--- config.mk ---
export PLATFORM = sky130hd
export DESIGN_NAME = frame_rate_meter_unit_flat
export DESIGN_NICKNAME = d
export VERILOG_FILES = /design/src/frm_pkg.sv /design/src/frm_if.sv /design/src/frm_div.sv /design/src/frame_rate_meter_unit.sv /design/src/flat_wrapper.sv
export SDC_FILE = /design/constraint.sdc
export NUM_CORES = 1
export LEC_CHECK = 0
export ABC_AREA = 1
export ABC_CLOCK_PERIOD_IN_PS = 12900
export BUFFER_PORTS_ARGS = -buffer_cell sky130_fd_sc_hd__buf_2
export CAP_MARGIN = 10
export CORE_MARGIN = 3
export CORE_UTILIZATION = 50
export DETAILED_ROUTE_END_ITERATION = 12
export PLACE_DENSITY_LB_ADDON = 0.08
export REMOVE_ABC_BUFFERS = 1
export SYNTH_ARGS = -nofsm -noshare
export SYNTH_HDL_FRONTEND = slang
export SYNTH_HIERARCHICAL = 1
export SYNTH_SLANG_ARGS = --single-unit
--- constraint.sdc ---
create_clock -name clk -period 12.9 [get_ports clk]
set_clock_uncertainty 0.2 [all_clocks]
set_input_delay 2.58 -clock clk [delete_from_list [all_inputs] [get_ports clk]]
set_output_delay 2.58 -clock clk [all_outputs]
set_load 0.005 [all_outputs]
--- src/frm_pkg.sv ---
package frm_pkg;

    // Field widths
    localparam int COUNT_W    = 31;
    localparam int TIME_W     = 32;
    localparam int FPS_W      = 24;
    localparam int DIV_W      = 32;
    localparam int DIV_CNT_W  = $clog2(DIV_W);
    localparam int CFG_IDX_W  = 2;
    localparam int CFG_DATA_W = 24;

    // Configuration register indexes
    localparam logic [CFG_IDX_W-1:0] CFG_COUNTING_ON    = 2'd0;
    localparam logic [CFG_IDX_W-1:0] CFG_ROLE_IS_SENDER = 2'd1;
    localparam logic [CFG_IDX_W-1:0] CFG_INITIAL_FPS    = 2'd2;

    // Constants of the rate estimate
    localparam logic [COUNT_W-1:0] COUNT_MAX   = {COUNT_W{1'b1}};
    localparam logic [FPS_W-1:0]   FPS_MAX     = {FPS_W{1'b1}};
    localparam logic [FPS_W-1:0]   FPS_RESET   = 24'd15360;
    localparam logic [DIV_W-1:0]   MIN_MEAN_US = 32'd100;
    localparam logic [DIV_W-1:0]   RATE_SCALE  = 32'd256000000;

    // Divider request and response
    typedef struct packed {
        logic             start;
        logic [DIV_W-1:0] dividend;
        logic [DIV_W-1:0] divisor;
    } div_req_t;

    typedef struct packed {
        logic             done;
        logic [DIV_W-1:0] quotient;
    } div_rsp_t;

endpackage

--- src/frm_if.sv ---
interface frm_evt_if
    import frm_pkg::*;
();
    logic               valid;
    logic               ready;
    logic [COUNT_W-1:0] observed_count;
    logic [TIME_W-1:0]  time_us;

    modport source (output valid, output observed_count, output time_us, input ready);
    modport sink (input valid, input observed_count, input time_us, output ready);
endinterface

interface frm_res_if
    import frm_pkg::*;
();
    logic               valid;
    logic               ready;
    logic               new_frame;
    logic [COUNT_W-1:0] frame_count;
    logic [FPS_W-1:0]   fps_estimate;

    modport source (output valid, output new_frame, output frame_count, output fps_estimate,
                    input ready);
    modport sink (input valid, input new_frame, input frame_count, input fps_estimate,
                  output ready);
endinterface

--- src/frm_div.sv ---
module frm_div
    import frm_pkg::*;
(
    input  logic     clk,
    input  logic     rst_n,
    input  div_req_t req,
    output div_rsp_t rsp
);

    logic                 run_reg;
    logic                 done_reg;
    logic [DIV_CNT_W-1:0] cnt_reg;
    logic [DIV_W-1:0]     rem_reg;
    logic [DIV_W-1:0]     quo_reg;
    logic [DIV_W-1:0]     dvs_reg;
    logic [DIV_W:0]       trial;
    logic [DIV_W:0]       diff;

    // One restoring step: shift in the next dividend bit, try the subtract
    assign trial = {rem_reg, quo_reg[DIV_W-1]};
    assign diff  = trial - {1'b0, dvs_reg};

    // Sequence control
    always_ff @(posedge clk or negedge rst_n)
    begin
        if (!rst_n)
        begin
            run_reg  <= 1'b0;
            done_reg <= 1'b0;
            cnt_reg  <= '0;
        end
        else
        begin
            done_reg <= 1'b0;
            if (req.start)
            begin
                run_reg <= 1'b1;
                cnt_reg <= '0;
            end
            else if (run_reg)
            begin
                cnt_reg <= cnt_reg + DIV_CNT_W'(1);
                if (cnt_reg == DIV_CNT_W'(DIV_W - 1))
                begin
                    run_reg  <= 1'b0;
                    done_reg <= 1'b1;
                end
            end
        end
    end

    // Remainder and quotient datapath
    always_ff @(posedge clk)
    begin
        if (req.start)
        begin
            rem_reg <= '0;
            quo_reg <= req.dividend;
            dvs_reg <= req.divisor;
        end
        else if (run_reg)
        begin
            if (!diff[DIV_W])
            begin
                rem_reg <= diff[DIV_W-1:0];
                quo_reg <= {quo_reg[DIV_W-2:0], 1'b1};
            end
            else
            begin
                rem_reg <= trial[DIV_W-1:0];
                quo_reg <= {quo_reg[DIV_W-2:0], 1'b0};
            end
        end
    end

    assign rsp.done     = done_reg;
    assign rsp.quotient = quo_reg;

endmodule

--- src/frame_rate_meter_unit.sv ---
// Channel  Dir  Handshake     Payload
// evt      in   valid/ready   observed_count[30:0], time_us[31:0]
// res      out  valid/ready   new_frame, frame_count[30:0], fps_estimate[23:0]
// cfg      in   cfg_we        cfg_index[1:0], cfg_data[23:0]
//
// One item at a time: accept, the evaluate state, then up to two passes of the
// shared 32-bit restoring divider, then the result.
// rst_n clears all control and estimate state at once; no clearing pass.
// evt.ready is high only while idle; a stalled result holds until res.ready.
module frame_rate_meter_unit
    import frm_pkg::*;
#(
    parameter int AVERAGE_LENGTH = 16
)
(
    input  logic                  clk,
    input  logic                  rst_n,
    frm_evt_if.sink               evt,
    frm_res_if.source             res,
    input  logic                  cfg_we,
    input  logic [CFG_IDX_W-1:0]  cfg_index,
    input  logic [CFG_DATA_W-1:0] cfg_data
);

    localparam int NUM_W = $clog2(AVERAGE_LENGTH + 1);

    typedef enum logic [5:0] {
        ST_IDLE = 6'b000001,
        ST_EVAL = 6'b000010,
        ST_PER  = 6'b000100,
        ST_MEAN = 6'b001000,
        ST_RATE = 6'b010000,
        ST_OUT  = 6'b100000
    } state_t;

    state_t             state_reg,   state_next;
    logic               on_reg,      on_next;
    logic               sender_reg,  sender_next;
    logic [COUNT_W-1:0] obs_reg,     obs_next;
    logic [TIME_W-1:0]  time_reg,    time_next;
    logic [TIME_W-1:0]  prior_reg,   prior_next;
    logic [DIV_W-1:0]   sum_reg,     sum_next;
    logic [NUM_W-1:0]   num_reg,     num_next;
    logic [FPS_W-1:0]   fps_reg,     fps_next;
    logic [COUNT_W-1:0] cmp_reg,     cmp_next;
    logic [COUNT_W-1:0] cnt_reg,     cnt_next;
    logic               fresh_reg,   fresh_next;

    div_req_t           div_req;
    div_rsp_t           div_rsp;

    logic [TIME_W-1:0]  delta;
    logic [COUNT_W-1:0] gained;
    logic [DIV_W-1:0]   add_op;
    logic [DIV_W:0]     add_sum;
    logic [DIV_W-1:0]   sat_sum;
    logic [DIV_W+1:0]   damp_sum;
    logic [DIV_W-1:0]   damp_q;
    logic               add_frames;

    frm_div u_div (
        .clk (clk),
        .rst_n (rst_n),
        .req (div_req),
        .rsp (div_rsp)
    );

    // Interval and frames gained since the last counted frame
    assign delta  = time_reg - prior_reg;
    assign gained = sender_reg ? COUNT_W'(1) : obs_reg - cmp_reg;

    // Saturating interval accumulate
    assign add_op  = (state_reg == ST_PER) ? div_rsp.quotient : delta;
    assign add_sum = {1'b0, sum_reg} + {1'b0, add_op};
    assign sat_sum = add_sum[DIV_W] ? {DIV_W{1'b1}} : add_sum[DIV_W-1:0];

    // Damp: three quarters old plus one quarter new
    assign damp_sum = {{(DIV_W + 1 - FPS_W){1'b0}}, fps_reg, 1'b0}
                    + {{(DIV_W + 2 - FPS_W){1'b0}}, fps_reg}
                    + {2'b00, div_rsp.quotient};
    assign damp_q   = damp_sum[DIV_W+1:2];

    // Next state
    always_comb
    begin
        state_next  = state_reg;
        on_next     = on_reg;
        sender_next = sender_reg;
        obs_next    = obs_reg;
        time_next   = time_reg;
        prior_next  = prior_reg;
        sum_next    = sum_reg;
        num_next    = num_reg;
        fps_next    = fps_reg;
        cmp_next    = cmp_reg;
        cnt_next    = cnt_reg;
        fresh_next  = fresh_reg;
        add_frames  = 1'b0;
        div_req     = '0;

        unique case (state_reg)
            ST_IDLE:
            begin
                if (evt.valid)
                begin
                    obs_next   = evt.observed_count;
                    time_next  = evt.time_us;
                    state_next = ST_EVAL;
                end
            end

            ST_EVAL:
            begin
                fresh_next = 1'b1;
                state_next = ST_OUT;
                if (on_reg)
                begin
                    if (sender_reg)
                    begin
                        if (cnt_reg != COUNT_MAX)
                        begin
                            cnt_next = cnt_reg + COUNT_W'(1);
                        end
                        add_frames = 1'b1;
                    end
                    else
                    begin
                        cnt_next = obs_reg;
                        if (obs_reg != '0)
                        begin
                            if (obs_reg == cmp_reg)
                            begin
                                fresh_next = 1'b0;
                            end
                            else
                            begin
                                add_frames = (obs_reg > cmp_reg);
                                cmp_next   = obs_reg;
                            end
                        end
                    end
                end

                // Count one interval or close the window
                if (add_frames)
                begin
                    prior_next = time_reg;
                    if (num_reg < NUM_W'(AVERAGE_LENGTH))
                    begin
                        if (gained != COUNT_W'(1))
                        begin
                            div_req.start    = 1'b1;
                            div_req.dividend = delta;
                            div_req.divisor  = {{(DIV_W - COUNT_W){1'b0}}, gained};
                            state_next       = ST_PER;
                        end
                        else
                        begin
                            sum_next = sat_sum;
                            num_next = num_reg + NUM_W'(1);
                        end
                    end
                    else
                    begin
                        div_req.start    = 1'b1;
                        div_req.dividend = sum_reg;
                        div_req.divisor  = {{(DIV_W - NUM_W){1'b0}}, num_reg};
                        sum_next         = '0;
                        num_next         = '0;
                        state_next       = ST_MEAN;
                    end
                end
            end

            ST_PER:
            begin
                if (div_rsp.done)
                begin
                    sum_next   = sat_sum;
                    num_next   = num_reg + NUM_W'(1);
                    state_next = ST_OUT;
                end
            end

            ST_MEAN:
            begin
                if (div_rsp.done)
                begin
                    if (div_rsp.quotient > MIN_MEAN_US)
                    begin
                        div_req.start    = 1'b1;
                        div_req.dividend = RATE_SCALE;
                        div_req.divisor  = div_rsp.quotient;
                        state_next       = ST_RATE;
                    end
                    else
                    begin
                        state_next = ST_OUT;
                    end
                end
            end

            ST_RATE:
            begin
                if (div_rsp.done)
                begin
                    fps_next   = (|damp_q[DIV_W-1:FPS_W]) ? FPS_MAX : damp_q[FPS_W-1:0];
                    state_next = ST_OUT;
                end
            end

            ST_OUT:
            begin
                if (res.ready)
                begin
                    state_next = ST_IDLE;
                end
            end

            default:
            begin
                state_next = ST_IDLE;
            end
        endcase

        // Register writes must arrive only while idle; the block does not enforce it
        if (cfg_we)
        begin
            unique case (cfg_index)
                CFG_COUNTING_ON:    on_next     = cfg_data[0];
                CFG_ROLE_IS_SENDER: sender_next = cfg_data[0];
                CFG_INITIAL_FPS:    fps_next    = cfg_data[FPS_W-1:0];
                default:            ;
            endcase
        end
    end

    // Control and estimate state
    always_ff @(posedge clk or negedge rst_n)
    begin
        if (!rst_n)
        begin
            state_reg  <= ST_IDLE;
            on_reg     <= 1'b0;
            sender_reg <= 1'b0;
            prior_reg  <= '0;
            sum_reg    <= '0;
            num_reg    <= '0;
            fps_reg    <= FPS_RESET;
            cmp_reg    <= '0;
            cnt_reg    <= '0;
            fresh_reg  <= 1'b0;
        end
        else
        begin
            state_reg  <= state_next;
            on_reg     <= on_next;
            sender_reg <= sender_next;
            prior_reg  <= prior_next;
            sum_reg    <= sum_next;
            num_reg    <= num_next;
            fps_reg    <= fps_next;
            cmp_reg    <= cmp_next;
            cnt_reg    <= cnt_next;
            fresh_reg  <= fresh_next;
        end
    end

    // Hold the accepted item
    always_ff @(posedge clk)
    begin
        obs_reg  <= obs_next;
        time_reg <= time_next;
    end

    assign evt.ready        = (state_reg == ST_IDLE);
    assign res.valid        = (state_reg == ST_OUT);
    assign res.new_frame    = fresh_reg;
    assign res.frame_count  = cnt_reg;
    assign res.fps_estimate = fps_reg;

endmodule

--- src/flat_wrapper.sv ---
// flat-port wrapper written by rule: the top's interface ports become plain ports
module frame_rate_meter_unit_flat import frm_pkg::*;
#(
    parameter int AVERAGE_LENGTH = 16
)
  (clk, rst_n, cfg_we, cfg_index, cfg_data, evt_valid, evt_observed_count, evt_time_us, evt_ready, res_valid, res_new_frame, res_frame_count, res_fps_estimate, res_ready);
  frm_evt_if evt_i ();
  frm_res_if res_i ();
  input  logic clk;
  input  logic rst_n;
  input  logic cfg_we;
  input  logic [CFG_IDX_W-1:0] cfg_index;
  input  logic [CFG_DATA_W-1:0] cfg_data;
  input wire logic [$bits(evt_i.valid)-1:0] evt_valid;
  input wire logic [$bits(evt_i.observed_count)-1:0] evt_observed_count;
  input wire logic [$bits(evt_i.time_us)-1:0] evt_time_us;
  output wire logic [$bits(evt_i.ready)-1:0] evt_ready;
  output wire logic [$bits(res_i.valid)-1:0] res_valid;
  output wire logic [$bits(res_i.new_frame)-1:0] res_new_frame;
  output wire logic [$bits(res_i.frame_count)-1:0] res_frame_count;
  output wire logic [$bits(res_i.fps_estimate)-1:0] res_fps_estimate;
  input wire logic [$bits(res_i.ready)-1:0] res_ready;
  assign evt_i.valid = evt_valid;
  assign evt_i.observed_count = evt_observed_count;
  assign evt_i.time_us = evt_time_us;
  assign evt_ready = evt_i.ready;
  assign res_valid = res_i.valid;
  assign res_new_frame = res_i.new_frame;
  assign res_frame_count = res_i.frame_count;
  assign res_fps_estimate = res_i.fps_estimate;
  assign res_i.ready = res_ready;
  frame_rate_meter_unit #(.AVERAGE_LENGTH(AVERAGE_LENGTH)) u_core (.clk(clk), .rst_n(rst_n), .evt(evt_i), .res(res_i), .cfg_we(cfg_we), .cfg_index(cfg_index), .cfg_data(cfg_data));
endmodule
# After elaboration in Yosys (flattened, before gate mapping)
# Index checks and enable logic that the tools add are counted.
dict set report classes {
  addsub 9
  mul 0
  div 0
  magnitude_cmp 3
  eq_ne 20
  shifts 0
  muxes 56
  n_bitwise 2
  n_reduce_logical 14
}
# cell n
set ops {}
lappend ops {{$mux W65} 5}
lappend ops {{$mux W32} 9}
lappend ops {{$pmux W65 S2} 1}
lappend ops {{$mux W24} 5}
lappend ops {{$mux W31} 3}
lappend ops {{$pmux W32 S2} 1}
lappend ops {{$mux W6} 8}
lappend ops {{$add A26 B32 Y33} 1}
lappend ops {{$add A32 B32 Y33} 1}
lappend ops {{$sub A33 B32 Y33} 1}
lappend ops {{$gt A32 B7 Y1 const B} 1}
lappend ops {{$sub A32 B32 Y32} 1}
lappend ops {{$add A31 B1 Y31 const B} 1}
lappend ops {{$eq A31 B31 Y1} 1}
lappend ops {{$gt A31 B31 Y1} 1}
lappend ops {{$ne A31 B1 Y1 const B} 1}
lappend ops {{$ne A31 B31 Y1 const B} 1}
lappend ops {{$reduce_bool A31 Y1} 1}
lappend ops {{$sub A31 B31 Y31} 1}
lappend ops {{$mux W5} 6}
lappend ops {{$pmux W6 S5} 1}
lappend ops {{$add A25 B24 Y26} 1}
lappend ops {{$mux W1} 16}
lappend ops {{$add A5 B1 Y5 const B} 2}
lappend ops {{23 further kinds} 34}
dict set report totals {
  reg_bits 330
  latch_bits 0
  ramBits 0
  rom_bits 0
  inputBits 94
  out_inout_bits 58
  word_cells 122
  mem_count 0
}

# Longest topological paths before layout
dict set report logic_depth {
  ltp_word 9
  depth_mapped 30
  mapped_depth_nobuf 29
}

# By module
# The synthesis kept the hierarchy.
# mod instances cells_each area_each_um2 seq_area_each_um2
set modules_own_cells {}
lappend modules_own_cells {frame_rate_meter_unit 1 2856 19815.3 6002.0}
lappend modules_own_cells {frm_div 1 1029 6839.1 2737.6}

# Worst setup path before layout
# OpenSTA, ideal clock, no wires.
dict set report synth_path {
  kind {in2reg}
  startpoint {input res_ready}
  endpoint {register u_core.obs_reg[0], enable pin}
  setup_time_ns 0.639
  t_arrival_ns 8.701
  required_ns 12.061
  slack_ns 3.360
  path_stages 2
  n_path_buf 0
  path_cell_list {nor4_1 -> nor4_1}
}
# element line
set synth_lines {}
lappend synth_lines {{start: declaration} flat_wrapper.sv:22} ;# input wire logic [$bits(res_i.ready)-1:0] res_ready;
lappend synth_lines {{end signal: assignment} frame_rate_meter_unit.sv:272} ;# obs_reg <= obs_next;
lappend synth_lines {{end: declaration} frame_rate_meter_unit.sv:39} ;# logic [COUNT_W-1:0] obs_reg, obs_next;

# Worst setup path after layout
dict set report layout_path {
  startpoint {register u_core.prior_reg[0]}
  endpoint {register u_core.sum_reg[9]}
}
dict set report layout_between {
  elab_chain_len 8
  word_cells_on_any_way 9
  classes_between {2 x add/sub; 7 x mux}
}
# element line
set layout_rtl {}
lappend layout_rtl {{start: declaration} frame_rate_meter_unit.sv:41} ;# logic [TIME_W-1:0] prior_reg, prior_next;
lappend layout_rtl {{start signal: assignment} frame_rate_meter_unit.sv:259} ;# prior_reg <= prior_next;
lappend layout_rtl {{$sub A32 B32 Y32 (*)} frame_rate_meter_unit.sv:69} ;# assign delta = time_reg - prior_reg;
lappend layout_rtl {{$mux W32 (*)} frame_rate_meter_unit.sv:73} ;# assign add_op = (state_reg == ST_PER) ? div_rsp.quotient : delta;
lappend layout_rtl {{$add A32 B32 Y33 (*)} frame_rate_meter_unit.sv:74} ;# assign add_sum = {1'b0, sum_reg} + {1'b0, add_op};
lappend layout_rtl {{$mux W32 (*)} frame_rate_meter_unit.sv:75} ;# assign sat_sum = add_sum[DIV_W] ? {DIV_W{1'b1}} : add_sum[DIV_W-1:0];
lappend layout_rtl {{$mux W32} frame_rate_meter_unit.sv:150} ;# if (gained != COUNT_W'(1))
lappend layout_rtl {{$mux W32} frame_rate_meter_unit.sv:148} ;# if (num_reg < NUM_W'(AVERAGE_LENGTH))
lappend layout_rtl {{$mux W32} frame_rate_meter_unit.sv:145} ;# if (add_frames)
lappend layout_rtl {{$pmux W32 S2 (*)} frame_rate_meter_unit.sv:101} ;# unique case (state_reg)
lappend layout_rtl {{end signal: assignment} frame_rate_meter_unit.sv:260} ;# sum_reg <= sum_next;
lappend layout_rtl {{end: declaration} frame_rate_meter_unit.sv:42} ;# logic [DIV_W-1:0] sum_reg, sum_next;
# Every way passes the cells marked *; elsewhere a longest branch is shown, timed or not. The select of a mux whose other input is x is not followed.
# A chain may end at the register's enable or synchronous reset.

==> flow_metrics.py <==
metrics = {
    "critical_path": {
        "worstPathArrival_ns": 6.08,
        "r2r-end": "u_core/sum_reg[9]",
        "critical-path-slowest-cell": "a21oi_1",
        "start_kind": "flop",
        "cp.required_ns": 13.15,
        "rrSetupSlack_ns": 7.08,
        "criticalPathCategory": "reg -> reg",
        "cp-startpoint": "u_core/prior_reg[0]",
        "rr_startpoint": "u_core/prior_reg[0]",
        "rr_worst_depth": 24,
        "endpoint": "u_core/sum_reg[9]",
        "setup.worst_path.end_class": "flop",
        "cpMostUsedCell": "nand2_1",
        "path_max_fanout": 11,
        "cp_cell_sequence": "ha_1 > fa_1 > o21ai_1 > a21boi_0 > o21ai_1 > a21oi_1 > o21ai_0 > a21oi_1 > xnor2_1 > nand2_1 > o21ai_0 > ha_1 > nand2_1 > o21ai_0 > nand2_1 > nand2_1 > nand3_1 > nand2_1 > a21oi_1 > inv_1 > o21ai_0 > inv_1 > nand4_1 > nand2_1",
        "critPathMaxStageDelay_ns": 0.74,
    },
    "finish": {
        "stdcell_area_sq_um": 29200,
        "fillCellCount": 5267,
        "area_growth_pct": 9.59,
        "layout.nets": 4272,
        "drive_gt1_share_pct": 8.06,
        "antenna_cells": 0,
    },
    "detailed_routing": {
        "vias": 25165,
        "detail-route-antenna-nets": 0,
        "drc": 0,
        "finalWirelength_um": 81200,
        "post_drt_wl_per_cell_um": 17.3,
        "drt_iter0_markers": 2461,
        "firstDrtPassIters": 5,
        "via_per_inst": 5.35,
    },
    "synth": {
        "ys_ff_latch": 330,
        "ys_seq_area_share_pct": 32.8,
        "ys_types": 63,
        "async_flop_share_pct": 51.8,
        "synth_top_area_cell": "nand2_1",
        "synthTopCellsByArea": "nand2_1 (17%), dfrtp_1 (16%), edfxtp_1 (14%)",
        "yosysTopAreaCellShare_pct": 17.0,
        "synth_area_sq_um": 26700,
        "synth_cells": 3885,
        "postSynthAreaPerCell_sq_um": 6.86,
        "synthFlopType": "dfrtp_1",
        "synth-edff-count": 127,
        "synth.yosys.warnings": 6,
    },
    "clock_tree": {
        "cts.clk_slew.worst_paths_ns": 0.07,
        "cts_buffers": 40,
        "cts_resized": 0,
        "clock_path_buffers": 3,
        "cts_tree": "done",
        "cts_hold_buffers": 0,
        "clk_latency_ns": 0.57,
        "h-tree-depth": 2,
        "post_cts_buffers": 0,
        "root_buffer": "clkbuf_16",
        "cts_sinks": 330,
    },
    "global_routing": {
        "grt_pass1_vias": 23507,
        "antenna_found_initial": 0,
        "grt_max_degree": 96,
        "grt_pass1_wl_um": 129000,
        "gr-total-overflow": 0,
        "grt_use_total_pct": 28.6,
    },
    "sta": {
        "setup_viol": 0,
        "min_period_ns": 5.82,
        "fmax_ghz": 0.172,
        "min_period_over_period_pct": 45.2,
        "max_slew_margin_pct": 30.8,
        "tightest_slew_ns": 1.04,
        "maxSlewViolCount": 0,
        "tns_ns": 0,
        "hold_viol_final": 0,
        "rsz0062_at_grt": "no",
    },
    "die": {
        "die_y_um": 237,
        "die_w_um": 237,
        "row_count": 83,
        "die_area_sq_um": 56100,
        "pin_count": 152,
        "core_region_area_sq_um": 52000,
        "initial_utilization_pct": 51.2,
    },
    "placement": {
        "gp_congestion": 0.996,
        "port_buffers": 151,
        "placedInstanceArea_sq_um": 27900,
        "dp_hpwl_um": 62200,
    },
    "hold_path": {
        "hold_class": "reg -> reg",
    },
    "run_status": {
        "status": "completed",
    },
    "run": {
        "drv_cap": 0,
    },
}
[cells in the mapped netlist, types with 32 or more instances]
| cell | number |
|---|---|
| a21oi_1 | 212 |
| clkbuf_1 | 56 |
| dfrtp_1 | 166 |
| dfxtp_1 | 32 |
| edfxtp_1 | 127 |
| ha_1 | 158 |
| inv_1 | 612 |
| nand2_1 | 1205 |
| nand3_1 | 242 |
| nand4_1 | 85 |
| nor2_1 | 255 |
| nor3_1 | 45 |
| o21ai_0 | 238 |
| xnor2_1 | 48 |
| xor2_1 | 62 |
[critical path, delay by kind of cell (launching register included)]
kind,cells,cell delay (ns)
AOI/OAI and AO/OA,10,2.71
xor gates and xnor gates,1,0.24
adders and majority gates,3,0.95
buffers and inverters,2,0.51
DFF,1,0.38
and+or+nand+nor,8,0.70
[routing by layer]
| layer | GRT usage, % | vias to the layer above | share of wire [%] |
|---|---|---|---|
| met5 | 0 | - | 0 |
| met4 | 9.47 | 0 | 3.4 |
| met3 | 4.93 | 117 | 7.0 |
| met2 | 41.5 | 779 | 41 |
| met1 | 42.9 | 11485 | 48 |
| li1 | - | 12784 | - |
[kinds of logic (layout without fill, tap and decap cells)]
kind of cell    Yosys count  in the layout  share of synthesized area [%]
simple gates           1958           1958                           31.4
fa+ha+maj               186            186                           9.52
xor+xnor                110            110                           3.61
flops                   330            330                           32.8
mux                       1              1                         0.0376
compound gates          571            571                           11.6
buf+inv                 729            866                           11.0
[through the flow]
stage	setup slack (ns)	instances	utilization, %	hold slack (ns)
detailed placement	7.18	4630	53.5	0.263
global placement	7.39	4630	53.5	0.265
global route	6.51	4702	56.1	0.287
finish	7.08	4702	56.1	0.275
CTS	7.16	4702	56.1	0.277
floorplan	3.36	3780	-	0.249
[cells in the final DEF, fill, tap and decap left out, types with 5 or more instances in the layout]
master     instances
nand2_1         1204
inv_1            612
nor2_1           253
nand3_1          241
o21ai_0          238
a21oi_1          212
dfrtp_1          165
ha_1             158
buf_2            150
edfxtp_1         127
nand4_1           85
xor2_1            62
xnor2_1           48
nor3_1            45
clkbuf_16         41
dfxtp_1           32
nand2_2           31
nor4_1            30
fa_1              28
o22ai_1           24
buf_4             19
nand3b_1          18
a31oi_1           16
o21ai_1           14
nor2_2            14
o21bai_1          12
o211ai_1          11
inv_2             10
a21o_1             9
o21a_1             8
nor2_4             8
and2_1             8
clkbuf_1           7
clkinv_1           7
a21boi_0           7
clkinv_2           6
bufinv_16          6
nand3_2            5
dfstp_2            5
[cell type report]
type,instances,area [sq um],share of cell area [%]
multi-input cells,2826,15000,51.4
flip-flops and latches,330,8740,29.9
inverters,624,2340,8.02
clock buffers,51,1090,3.74
repair buffers,170,907,3.11
well taps,680,851,2.91
clock inverters,21,262,0.895
[how the worst min path moves through the flow]
stage	endpoint	start	cells after the start
CTS	u_core/u_div/rem_reg[23]	u_core/u_div/rem_reg[23]	2
global route	u_core/u_div/rem_reg[9]	u_core/u_div/rem_reg[9]	2
detailed placement	u_core/u_div/rem_reg[25]	u_core/u_div/rem_reg[25]	2
finish	u_core/u_div/rem_reg[15]	u_core/u_div/rem_reg[15]	2
floorplan	u_core/u_div/rem_reg[0]	u_core/u_div/rem_reg[0]	2
global placement	u_core/u_div/rem_reg[8]	u_core/u_div/rem_reg[8]	2
Power is not shown: default switching activity piles up to over one toggle a cycle in this logic, so the estimate is an artifact.
